File: src/sv/psvg_pkg.sv
// ----------------------------------------------------------------------------
// psvg_pkg: shared types and constants of the polygon / star vertex generator
// Holds the controller states, the command and status structs, and the
// CORDIC angle table.
// ----------------------------------------------------------------------------
package psvg_pkg;

  localparam int AngleLen = 24;

  typedef enum logic [2:0] {
    ST_IDLE,
    ST_SETUP,
    ST_PHASE,
    ST_ROTATE,
    ST_MULT,
    ST_PLACE,
    ST_EMIT
  } state_t;

  typedef struct packed {
    logic load;
    logic setup;
    logic phase_start;
    logic rot_start;
    logic mult;
    logic place;
    logic next_vertex;
  } cmd_t;

  typedef struct packed {
    logic skip;
    logic phase_done;
    logic rot_done;
    logic last_vertex;
  } status_t;

  function automatic logic [31:0] atan_entry(input logic [4:0] k);
    logic [31:0] v;
    begin
      case (k)
        5'd0: v = 32'h20000000;
        5'd1: v = 32'h12E4051E;
        5'd2: v = 32'h09FB385B;
        5'd3: v = 32'h051111D4;
        5'd4: v = 32'h028B0D43;
        5'd5: v = 32'h0145D7E1;
        5'd6: v = 32'h00A2F61E;
        5'd7: v = 32'h00517C55;
        5'd8: v = 32'h0028BE53;
        5'd9: v = 32'h00145F2F;
        5'd10: v = 32'h000A2F98;
        5'd11: v = 32'h000517CC;
        5'd12: v = 32'h00028BE6;
        5'd13: v = 32'h000145F3;
        5'd14: v = 32'h0000A2FA;
        5'd15: v = 32'h0000517D;
        5'd16: v = 32'h000028BE;
        5'd17: v = 32'h0000145F;
        5'd18: v = 32'h00000A30;
        5'd19: v = 32'h00000518;
        5'd20: v = 32'h0000028C;
        5'd21: v = 32'h00000146;
        5'd22: v = 32'h000000A3;
        5'd23: v = 32'h00000051;
        default: v = 32'h0;
      endcase
      return v;
    end
  endfunction

  // Q30 CORDIC gain root, floor(sqrt(prod(1 + 2^-2k))); the inverse is taken
  // where it is used.
  function automatic logic [63:0] gain_root(input int iters);
    logic [63:0] p;
    logic [63:0] r;
    logic [63:0] b;
    logic [63:0] v;
    begin
      p = 64'd1 << 60;
      for (int k = 0; k < iters && k < AngleLen; k++) p = p + (p >> (2 * k));
      r = '0;
      b = 64'd1 << 62;
      v = p;
      while (b > v) b = b >> 2;
      while (b != 0) begin
        if (v >= r + b) begin
          v = v - (r + b);
          r = (r >> 1) + b;
        end else begin
          r = r >> 1;
        end
        b = b >> 2;
      end
      return r;
    end
  endfunction

endpackage

File: src/sv/psvg_ctrl.sv
// ----------------------------------------------------------------------------
// psvg_ctrl: sequencer of the vertex generator
// Steps each vertex through phase division, CORDIC, multiply and place.
// ----------------------------------------------------------------------------
module psvg_ctrl (
  input  logic              clk,
  input  logic              rst,
  input  logic              in_fire,
  input  logic              out_free,
  input  psvg_pkg::status_t status,
  output psvg_pkg::cmd_t    cmd,
  output logic              busy,
  output logic              emit
);

  psvg_pkg::state_t state, state_next;

  always_ff @(posedge clk) begin
    if (rst) state <= psvg_pkg::ST_IDLE;
    else state <= state_next;
  end

  always_comb begin
    state_next = state;
    unique case (state)
      psvg_pkg::ST_IDLE:   if (in_fire) state_next = psvg_pkg::ST_SETUP;
      psvg_pkg::ST_SETUP:  state_next = status.skip ? psvg_pkg::ST_IDLE : psvg_pkg::ST_PHASE;
      psvg_pkg::ST_PHASE:  if (status.phase_done) state_next = psvg_pkg::ST_ROTATE;
      psvg_pkg::ST_ROTATE: if (status.rot_done) state_next = psvg_pkg::ST_MULT;
      psvg_pkg::ST_MULT:   state_next = psvg_pkg::ST_PLACE;
      psvg_pkg::ST_PLACE:  state_next = psvg_pkg::ST_EMIT;
      psvg_pkg::ST_EMIT:
        if (out_free) state_next = status.last_vertex ? psvg_pkg::ST_IDLE : psvg_pkg::ST_PHASE;
      default: state_next = psvg_pkg::ST_IDLE;
    endcase
  end

  always_comb begin
    cmd = '0;
    busy = 1'b1;
    emit = 1'b0;
    unique case (state)
      psvg_pkg::ST_IDLE: begin
        busy = 1'b0;
        cmd.load = in_fire;
      end
      psvg_pkg::ST_SETUP: begin
        cmd.setup = 1'b1;
        cmd.phase_start = !status.skip;
      end
      psvg_pkg::ST_PHASE:  cmd.rot_start = status.phase_done;
      psvg_pkg::ST_ROTATE: cmd.mult = status.rot_done;
      psvg_pkg::ST_MULT:   cmd.place = 1'b1;
      psvg_pkg::ST_PLACE:  emit = 1'b0;
      psvg_pkg::ST_EMIT: begin
        emit = out_free;
        cmd.next_vertex = out_free && !status.last_vertex;
        cmd.phase_start = out_free && !status.last_vertex;
      end
      default: busy = 1'b1;
    endcase
  end

`ifndef SYNTHESIS
  a_no_emit_idle: assert property (@(posedge clk) disable iff (rst)
    state == psvg_pkg::ST_IDLE |-> !emit) else $error("emit while idle");
  a_load_idle: assert property (@(posedge clk) disable iff (rst)
    cmd.load |-> state == psvg_pkg::ST_IDLE) else $error("load while busy");
  a_setup_follows: assert property (@(posedge clk) disable iff (rst)
    cmd.load |=> state == psvg_pkg::ST_SETUP) else $error("no setup after load");
`endif

endmodule

File: config.mk
export PLATFORM = sky130hd
export DESIGN_NAME = psvg_ctrl
export DESIGN_NICKNAME = d
export VERILOG_FILES = /design/src/sv/psvg_pkg.sv /design/src/sv/psvg_ctrl.sv
export SDC_FILE = /design/constraint.sdc
export NUM_CORES = 1
export LEC_CHECK = 0
export ABC_CLOCK_PERIOD_IN_PS = 1300
export BUFFER_PORTS_ARGS = -buffer_cell sky130_fd_sc_hd__buf_2
export CORE_AREA = 3 3 40 42
export DETAILED_ROUTE_END_ITERATION = 10
export DIE_AREA = 0 0 43 45
export GPL_TIMING_DRIVEN = 0
export HOLD_SLACK_MARGIN = 0.15
export SETUP_SLACK_MARGIN = 0.5
export SYNTH_ARGS = -nofsm -noshare
export SYNTH_HDL_FRONTEND = slang
export SYNTH_SLANG_ARGS = --single-unit
File: constraint.sdc
create_clock -name clk -period 1.3 [get_ports clk]
set_clock_uncertainty 0.2 [all_clocks]
set_input_delay 0.26 -clock clk [delete_from_list [all_inputs] [get_ports clk]]
set_output_delay 0.26 -clock clk [all_outputs]
set_load 0.005 [all_outputs]
# --- After elaboration in Yosys (flattened, before gate mapping) ---
# Cells that the tools add are included.
totals:
  elab_cells: 32
  mem_bits_ro: 0
  latch_bits: 0
  reg_bits: 3
  memories: 0
  output_inout_bits: 9
  ramBits: 0
classes:
  div: 0
  reduce_logical: 5
  eq_ne: 10
  add_sub_neg: 0
  shifts: 0
  mux: 16
  magnitude_cmp: 0
  n_mul: 0
  n_bitwise: 0
op_table:
  columns: ["cell", "n"]
  rows:
  - ["$pmux W3 S7", 1]
  - ["$mux W3", 4]
  - ["$eq A3 B3 Y1 const B", 3]
  - ["$mux W1", 8]
  - ["$ne A2 B2 Y1 const B", 4]
  - ["$eq A3 B2 Y1 const B", 2]
  - ["$mux W2", 2]
  - ["$reduce_and A4 Y1", 1]
  - ["$eq A3 B1 Y1 const B", 1]
  - ["$logic_not A3 Y1", 1]
  - ["$logic_not A1 Y1", 2]
  - ["$pmux W1 S2", 1]
  - ["$logic_and A1 B1 Y1", 1]

# --- Depth between registers and ports, before layout ---
# Gate-level depths: netlist of the first run.
logic_depth:
  depth_word: 3
  ltp_mapped: 4
  ltp_nobuf: 3

# --- Worst setup path before layout of the first run ---
# OpenSTA, ideal clock, no wires.
synth_path:
  path_type: "register to output"
  from: "reg state[2]"
  to: "out cmd[6] (netlist name)"
  slack_ps: -51
  path_buffers: 1
  path_stages_with_launch: 4
  required_time_ps: 840
  arrival_ps: 891
  path_cell_list: "dfxtp_1 buf_4 or3_4 nor2_2"
synth_lines:
  columns: ["element", "line_no", "text"]
  rows:
  - ["start: declaration", "psvg_ctrl.sv:16", "psvg_pkg::state_t state, state_next;"]
  - ["start signal: assignment", "psvg_ctrl.sv:19", "if (rst) state <= psvg_pkg::ST_IDLE;"]
  - ["start signal: assignment", "psvg_ctrl.sv:20", "else state <= state_next;"]
  - ["end: declaration", "psvg_ctrl.sv:11", "output psvg_pkg::cmd_t cmd,"]

==> results.md, run 1 <==
* Largest net degree at the start of global routing at 11
* First-pass GRT wire length at roughly 1.0 mm
* DR DRC count at 0
* Syn Inst Count at 34
* Violated checks: setup timing
* Placeable Area at 1280 um^2
* DR vias at slightly above 300
* Worst relative slew slack at 0.896
* DP HPWL at between 400 and 500 um
* GPL Wtd Cong at 0.728
* Final Setup Violations at 9
* Drt first-iter violations at 0
* Diodes inserted at 0
* First-pass iteration count of the detailed router at 1
* Final Hold Fails at 0
* GR Overflow Total at 0
* Crit path kind: reg2out
* WL/cell at between 8 and 9 um
* Worst Path Arrival at roughly 1.2 ns
* Die W at 43 um
* Netlist cell types at 20
* WP data required at around 0.84 ns
* H-tree levels at 1
* Vias in the first global route at 269
* Total power at approximately 360 uW
* CTS sink cnt at 3
* Slew Viols, Final at 0
* Worst r2r dst: state[0]
* Max FFs per register at 3
* Worst r2r src: state[0]
* Via/cell ratio at approximately 4.2
* Hold Path End: state[0]
* Pleak at approximately 0.00024 uW
* Power Density at approximately 810 nW/um^2
* CTS Buf Count at 3
* Synthesis-stage register bit count at 3
* Sequential share of the synthesized area at 0.234
* Clk slew on worst S/H paths at 0.04 ns
* Worst Tran Pin Value at between 0.15 and 0.2 ns
* Status: complete, but fails checks
* Hold Path Class: in2reg
* Routed Wire Length at 626 um
* Ys Warns at 0
* Num rows at 13
* Post-Syn Nets at 42
* Post-synth design cell area at ~260 um^2
* Height of the chip at 45 um
* Startpoint types: flip-flop
* Regs by FF count: state x3
* P&R area growth vs syn at 75.6%
* Hold path depth at 2
* CTS root buf: clkbuf_4
* CP max FO at 7
* Nets@finish at between 60 and 70
* Worst R2R Path Depth at 5
* Final ANT Viol Nets at 0
* Worst setup margin at -0.367 ns
* Minimum clock period at 1.67 ns
* Worst Hold Launch: rst
* VDD IR-drop max at 0.266 mV
* RSZ-0062 raised after global routing: yes
* Share of cells above drive strength 1 at 0.644
* Initial antenna violation count at 0
* Gr usage total at 0.0766
* Die footprint at 1940 um^2
* Final Cycle Share at 1.28
* CTS tree: done
* Max Fclk at ~600 MHz
* IO Port Bufs at 16
* R2R Setup Slk at roughly 0.050 ns
* IO Pins at 17
* Clock Path Buffers at 2
* Synthesized area per cell at about 7.5 um^2
* Crit. End Element: primary output
* TNS Setup at -2.41 ns
* Largest Register: state
* Worst-Skew Late Latency at approximately 0.23 ns
* Max cap viols at 0
* Initial Utilization at 0.200
worst max path at each step:
| stage | start | to | slack, ns |
|---|---|---|---|
| CTS | state[1] | cmd[6] | -0.38 |
| finish | state[1] | cmd[6] | -0.37 |
| detailed placement | state[1] | cmd[6] | -0.14 |
| global placement | state[1] | cmd[6] | -0.13 |
| floorplan | state[1] | cmd[6] | -0.05 |
| global route | state[2] | cmd[6] | -0.41 |
cell usage in the layout, fill, tap and decap left out, types with 2 or more instances in the layout:
master and n:
a21oi_1 2, a21oi_2 2, buf_2 16, buf_4 5, buf_6 2, clkbuf_4 3, inv_1 3, nor2_1 2
nor2_2 2, nor2b_1 2, nor3b_2 2, o21ai_0 2, o21ai_1 2
report_power, final:
part	internal (uW)	switching, uW	total, uW
clock network	115	49.1	164
registers	97.4	4.31	102
logic	56.7	41.5	98.2
total	269	94.9	364
layout make-up:
cell class / instances / area [um^2]
fillers: 137 / 835
multi-input cells: 24 / 170
repair buffers: 21 / 118
flip-flops and latches: 3 / 65.1
plain buffers: 3 / 37.5
clock buffers: 4 / 26.3
well taps: 15 / 18.8
inverters: 4 / 15.0
cell usage after synthesis:
library cell	n	area, um^2
nor2b_1	2	12.5
a32oi_1	1	8.76
and2_1	1	6.26
nor3b_2	1	12.5
a21o_1	1	7.51
inv_1	4	15.0
buf_6	1	11.3
and3_1	1	6.26
buf_4	2	15.0
nor2b_2	1	8.76
a21oi_1	4	20.0
nor2_1	3	11.3
dfxtp_1	3	60.1
o21ai_0	2	10.0
nor2_2	1	6.26
o211ai_1	1	7.51
nor3b_1	1	7.51
nand4b_1	1	8.76
o21ai_1	2	10.0
or3_4	1	11.3
cells by family after synthesis:
logic type | after synthesis | synth area share
buffers and inverters | 7 | 0.161
flip-flops | 3 | 0.234
AND/OR/NAND/NOR | 13 | 0.356
AO/OA/AOI/OAI | 11 | 0.249
per-stage QoR:
step | hold WS [ns] | worst slack (ns) | cells | util | cell area (um^2)
after global routing | 0.0173 | -0.413 | 74 | 0.351 | 450
after floorplan | 0.122 | -0.0497 | 34 | - | 275
after detailed placement | 0.248 | -0.139 | 65 | 0.291 | 374
after CTS | -0.00387 | -0.384 | 73 | 0.340 | 437
final | 0.00271 | -0.367 | 74 | 0.351 | 450
after global placement | 0.249 | -0.131 | 65 | 0.291 | 374
worst max-delay path, stage by stage, from the launching register on:
cell	delay [ns]
dfxtp_1	0.30
buf_6	0.12
or3_4	0.38
nor2_2	0.07
buf_2	0.11
routing by layer:
layer	vias to the layer above	global-route usage	routed length (um)	share of wire
met5	-	0	0	0
met3	2	0.0359	60	0.096
met2	14	0.105	290	0.46
met1	130	0.0867	261	0.42
li1	165	-	-	-
met4	0	0.0723	13	0.021
repair_timing:
item,CTS,global route
endpoints found under the hold margin,3,3
setup buffers,4,1
resized for setup,2,3
setup endpoints to repair,12,12
pin swaps,5,1
cloned,0,0
Note: power is estimated with default switching activity, not from simulation.
==> inputs of run 2 (changes only) <==
RECOVER_POWER = 100   (was unset)
==> results.md, run 2 (synthesis gave the netlist of run 1 again) <==
* Status: complete, but fails checks
* Violated checks: setup timing
* Largest net degree at the start of global routing at 11 (unchanged)
* WP data required at 0.84 ns (about the same)
* Regs by FF count: state x3
* Worst r2r dst: state[0]
* Multi-input logic area at 170 um^2 (unchanged)
* Power Density at 809 nW/um^2 (+0.12%)
* Worst r2r src: state[0]
* Gr usage total at 0.0766 (unchanged)
* Die W at 43 um (unchanged)
* Hold path depth at 2 (unchanged)
* Largest Register: state
* First-pass iteration count of the detailed router at 1 (unchanged)
* IO Pins at 17 (unchanged)
* Crit. End Element: primary output
* Most common cell after layout, fill and taps aside: buf_2
* GPL Wtd Cong at 0.728 (unchanged)
* Placeable Area at 1280 um^2 (unchanged)
* Die footprint at 1940 um^2 (unchanged)
* VDD IR-drop max at 0.266 mV (about the same)
* Worst Hold Launch: rst
* Post-route core utilization at 0.349 (-0.00195)
* Via/cell ratio at 4.20 (unchanged)
* R2R Setup Slk at 0.04 ns (about the same)
* Startpoint types: flip-flop
* Worst R2R Path Depth at 5 (unchanged)
* Clk slew on worst S/H paths at 0.04 ns (about the same)
* Worst Tran Pin Value at 0.155 ns (unchanged)
* Vias in the first global route at 269 (unchanged)
* Worst relative slew slack at 0.896 (unchanged)
* Area after DPL at 374 um^2 (unchanged)
* FILL cells at 138 (+0.73%)
* Crit path kind: reg2out
* Final ANT Viol Nets at 0 (unchanged)
* Max FFs per register at 3 (unchanged)
* Worst setup margin at -0.367 ns (unchanged)
* Minimum clock period at 1.67 ns (unchanged)
* Drt first-iter violations at 0 (unchanged)
* CTS Buf Count at 3 (unchanged)
* Pleak at 0.000242 uW (-0.11%)
* P&R area growth vs syn at 74.6%
* Worst-Skew Late Latency at 0.23 ns (about the same)
* DR DRC count at 0 (unchanged)
* First-pass GRT wire length at 1.02 mm (unchanged)
* Hold Path End: state[0]
* CTS tree: done
* DR vias at 311 (unchanged)
* Final Setup Violations at 9 (unchanged)
* Hold Path Class: in2reg
* Nets@finish at 68 (unchanged)
* Share of cells above drive strength 1 at 0.644 (unchanged)
* FF+latch area at 65.1 um^2 (unchanged)
* Max Fclk at 600 MHz (unchanged)
* Height of the chip at 45 um (unchanged)
* Routed Wire Length at 625 um (-0.16%)
* Total power at 363 uW (-0.44%)
* Num rows at 13 (unchanged)
* Clock Path Buffers at 2 (unchanged)
* Commonest non-fill, non-tap cells in the layout: 17 x buf_2, 4 x buf_4, 3 x inv_1, 3 x clkbuf_4
* Diodes inserted at 0 (unchanged)
* Chain of cells forming the critical path: buf_6 -> or3_4 -> nor2_2 -> buf_2
* Final Hold Fails at 0 (unchanged)
* CP max FO at 7 (unchanged)
* RSZ-0062 raised after global routing: yes
* GR Overflow Total at 0 (unchanged)
* Max cap viols at 0 (unchanged)
* Hold_ws at 0.00271 ns (unchanged)
* CTS root buf: clkbuf_4
* IO Port Bufs at 16 (unchanged)
* Initial Utilization at 0.200 (unchanged)
* Worst Path Arrival at 1.21 ns (about the same)
* CTS sink cnt at 3 (unchanged)
* Setup slack at placement at -0.139 ns (unchanged)
* Largest stage delay, worst path at 0.38 ns (about the same)
* DP HPWL at 481 um (unchanged)
* Slew Viols, Final at 0 (unchanged)
* WL/cell at 8.45 um (-0.16%)
* Initial antenna violation count at 0 (unchanged)
* Final Cycle Share at 1.28 (unchanged)
* Worst path slowest cell: or3_4
* H-tree levels at 1 (unchanged)
* Design Area, Final at 448 um^2 (-0.56%)
[run 2: worst max-delay path: cells and delay by family (launching register included)]
family / cells / cell delay, ns
simple gates: 2 / 0.45
flops: 1 / 0.30
buf+inv: 2 / 0.23
[run 2: final cells by class]
class / count / share of cell area
repair buffers: 21 / 0.257
inverters: 4 / 0.0335
flip-flops and latches: 3 / 0.145
multi-input cells: 24 / 0.380
plain buffers: 3 / 0.0838
clock buffers: 4 / 0.0587
well taps: 15 / 0.0419
[run 2: power by group]
group	internal [uW]	switching, uW	leakage [uW]
Combinational	55.2	41.4	0.000201
Sequential	97.4	4.31	0.0000257
Clock	115	49.1	0.0000150
Total	268	94.7	0.000242
[run 2: metal layers]
| metal | share of wire | vias up | global-route usage |
|---|---|---|---|
| li1 | - | 165 | - |
| met3 | 0.096 | 2 | 0.0359 |
| met2 | 0.46 | 14 | 0.105 |
| met5 | 0 | - | 0 |
| met1 | 0.42 | 130 | 0.0867 |
| met4 | 0.021 | 0 | 0.0723 |
[run 2: how the worst max path moves through the flow]
stage                   from  endpoint  slack [ns]  cells after the start
floorplan           state[1]    cmd[6]       -0.05                      3
global placement    state[1]    cmd[6]       -0.13                      4
detailed placement  state[1]    cmd[6]       -0.14                      4
CTS                 state[1]    cmd[6]       -0.38                      4
global route        state[2]    cmd[6]       -0.41                      4
finish              state[1]    cmd[6]       -0.37                      4
[run 2: what timing repair did]
item                                    4_1_cts  5_1_grt
pin swaps                                     5        1
hold endpoints to repair                      3        3
buffers inserted                              4        1
resized for setup                             2        3
endpoints found under the setup margin       12       12
[run 2: through the flow]
stage | setup TNS [ns] | instances
2_1_floorplan | -0.0497 | 34
3_3_place_gp | -0.312 | 65
3_5_place_dp | -0.332 | 65
4_1_cts | -2.59 | 73
5_1_grt | -3.07 | 74
6_report | -2.42 | 74
==> inputs of run 3 (changes only) <==
ABC_AREA = 1   (was unset)
==> results.md, run 3 <==
* Clock Path Buffers at 2 (unchanged)
* Syn Inst Count at 56 (+65%)
* Height of the chip at 45 um (unchanged)
* Final ANT Viol Nets at 0 (unchanged)
* Synthesized area per cell at 5.76 um^2 (-24%)
* Slew Viols, Final at 0 (unchanged)
* Worst Hold Launch: rst
* CTS sink cnt at 3 (unchanged)
* Max cap viols at 0 (unchanged)
* Placeable Area at 1280 um^2 (unchanged)
* Violated checks: setup timing
* Synth top cells by count: 13 x nor2_1, 10 x inv_1, 7 x nand2_1
* H-tree levels at 1 (unchanged)
* Hold path depth at 2 (unchanged)
* Final Setup Violations at 12 (+3)
* Diodes inserted at 0 (unchanged)
* Initial Utilization at 0.251 (+0.0516)
* Max Fclk at 636 MHz (+6.1%)
* Most common cell after layout, fill and taps aside: buf_2
* TNS Setup at -1.82 ns (+0.595 ns)
* Hold Path Class: in2reg
* Ys Warns at 0 (unchanged)
* Die footprint at 1940 um^2 (unchanged)
* VDD IR-drop max at 0.523 mV (+97%)
* Post-synth design cell area at 323 um^2 (+26%)
* Commonest non-fill, non-tap cells in the layout: 16 x buf_2, 11 x buf_4, 9 x nor2_1
* Worst R2R Path Depth at 8 (+3)
* Worst-Skew Late Latency at 0.23 ns (about the same)
* Clk slew on worst S/H paths at 0.03 ns (about the same)
* P&R area growth vs syn at 98.4%
* WP data required at 0.84 ns (about the same)
* Leading area contributor after synthesis: dfxtp_1
* Via/cell ratio at 4.34 (+3.2%)
* CP max FO at 6 (-1)
* Worst r2r dst: state[1]
* IO Port Bufs at 16 (unchanged)
* First-pass GRT wire length at 1.54 mm (+51%)
* Netlist cell types at 15 (-25%)
* RSZ-0062 raised after global routing: yes
* Hold Path End: state[2]
* Minimum clock period at 1.57 ns (-0.0956 ns)
* DR vias at 451 (+45%)
* R2R Setup Slk at -0.02 ns (-0.06 ns)
* Nets@finish at 98 (+44%)
* Worst Tran Pin Value at 0.172 ns (+0.0174 ns)
* Worst r2r src: state[1]
* Ys async rst share at 0 (unchanged)
* Final Cycle Share at 1.21 (-0.0735)
* Crit. End Element: primary output
* Startpoint types: flip-flop
* Worst Path Arrival at 1.11 ns (-0.10 ns)
* FILL cells at 122 (-12%)
* Initial antenna violation count at 0 (unchanged)
* Die W at 43 um (unchanged)
* Worst relative slew slack at 0.885 (-0.0112)
* Num rows at 13 (unchanged)
* First-pass iteration count of the detailed router at 2 (+1)
* Largest Register: state
* Top cells by area, synth: dfxtp_1 19%, nor2_1 15%, inv_1 12%
* CTS root buf: clkbuf_4
* Power Density at 1170 nW/um^2 (+44%)
* IO Pins at 17 (unchanged)
* Routed Wire Length at 1.01 mm (+61%)
* CTS tree: done
* Post-synth top area share at 0.186 (-0.0481)
* Worst setup margin at -0.272 ns (+0.0956 ns)
* Crit path kind: reg2out
* Pleak at 0.000347 uW (+44%)
* Largest net degree at the start of global routing at 7 (-4)
* Final Hold Fails at 0 (unchanged)
* Post-synth EDFFs at 0 (unchanged)
* GR Overflow Total at 0 (unchanged)
* Max FFs per register at 3 (unchanged)
* Most frequent cell after synthesis: nor2_1
* Share of cells above drive strength 1 at 0.629 (-0.0149)
* Vias in the first global route at 435 (+62%)
* Synth Flop Type: dfxtp_1
* Synthesis-stage register bit count at 3 (unchanged)
* WL/cell at 9.66 um (+14%)
* GPL Wtd Cong at 0.748 (+2.7%)
* Regs by FF count: state x3
* Status: complete, but fails checks
* Gr usage total at 0.105 (+0.0282)
* Setup slack at placement at -0.0837 ns (+0.0549 ns)
* CTS Buf Count at 3 (unchanged)
* Drt first-iter violations at 1 (+1)
* Sequential share of the synthesized area at 0.186 (-0.0481)
* Post-Syn Nets at 64 (+52%)
* DR DRC count at 0 (unchanged)
-- run 3: cells by family after synthesis --
family | Yosys count | synth area share
compound gates | 4 | 0.0969
buf+inv | 13 | 0.163
flops | 3 | 0.186
simple gates | 36 | 0.554
-- run 3: how the worst max path moves through the flow --
stage,startpoint,end,slack (ns),cells after the start
6_report,state[1],cmd[4],-0.27,5
3_5_place_dp,state[1],cmd[4],-0.08,6
3_3_place_gp,state[1],cmd[4],-0.08,6
5_1_grt,state[1],cmd[4],-0.32,5
4_1_cts,state[1],cmd[4],-0.27,5
2_1_floorplan,state[1],cmd[0],0.08,5
-- run 3: layer usage --
layer | wire length [um] | GRT usage
met1 | 377 | 0.106
met2 | 580 | 0.183
met3 | 47 | 0.0120
met4 | 0 | 0.108
met5 | 0 | 0
-- run 3: metrics by stage --
step / hold WS [ns] / instance area [um^2] / util / std cells / power [uW]
after floorplan: 0.113 / 364 / - / 56 / 347
after global placement: 0.236 / 463 / 0.360 / 87 / 426
after detailed placement: 0.239 / 463 / 0.360 / 87 / 427
after CTS: -0.00292 / 568 / 0.442 / 99 / 654
after global routing: 0.00775 / 641 / 0.499 / 104 / 800
final: 0.00176 / 641 / 0.499 / 104 / 747
-- run 3: report_power, final --
| part | switching [uW] | internal, uW | total [uW] | leakage [uW] |
|---|---|---|---|---|
| Combinational | 220 | 222 | 443 | 0.000306 |
| Clock | 42.3 | 115 | 157 | 0.0000150 |
| Sequential | 32.2 | 115 | 147 | 0.0000264 |
-- run 3: repair_timing --
action                                 CTS  global route
setup endpoints to repair               12            12
pin swaps                                4             7
buffers inserted                         8             5
gates resized for setup                  7             7
endpoints found under the hold margin    2             1
-- run 3: area by class of cell --
cell class | count | area, um^2 | area share
multi-input combinational | 40 | 278 | 0.434
tap | 15 | 18.8 | 0.0293
timing repair buffer | 29 | 185 | 0.289
inverter | 12 | 52.6 | 0.0820
clock buffer | 4 | 26.3 | 0.0410
buffer | 1 | 11.3 | 0.0176
sequential | 3 | 68.8 | 0.107
-- run 3: critical path: stages, from the launching register on --
cell and delay (ns):
dfxtp_2 0.30, buf_6 0.13, inv_2 0.07, nand2_4 0.05
o32ai_2 0.18, buf_2 0.15
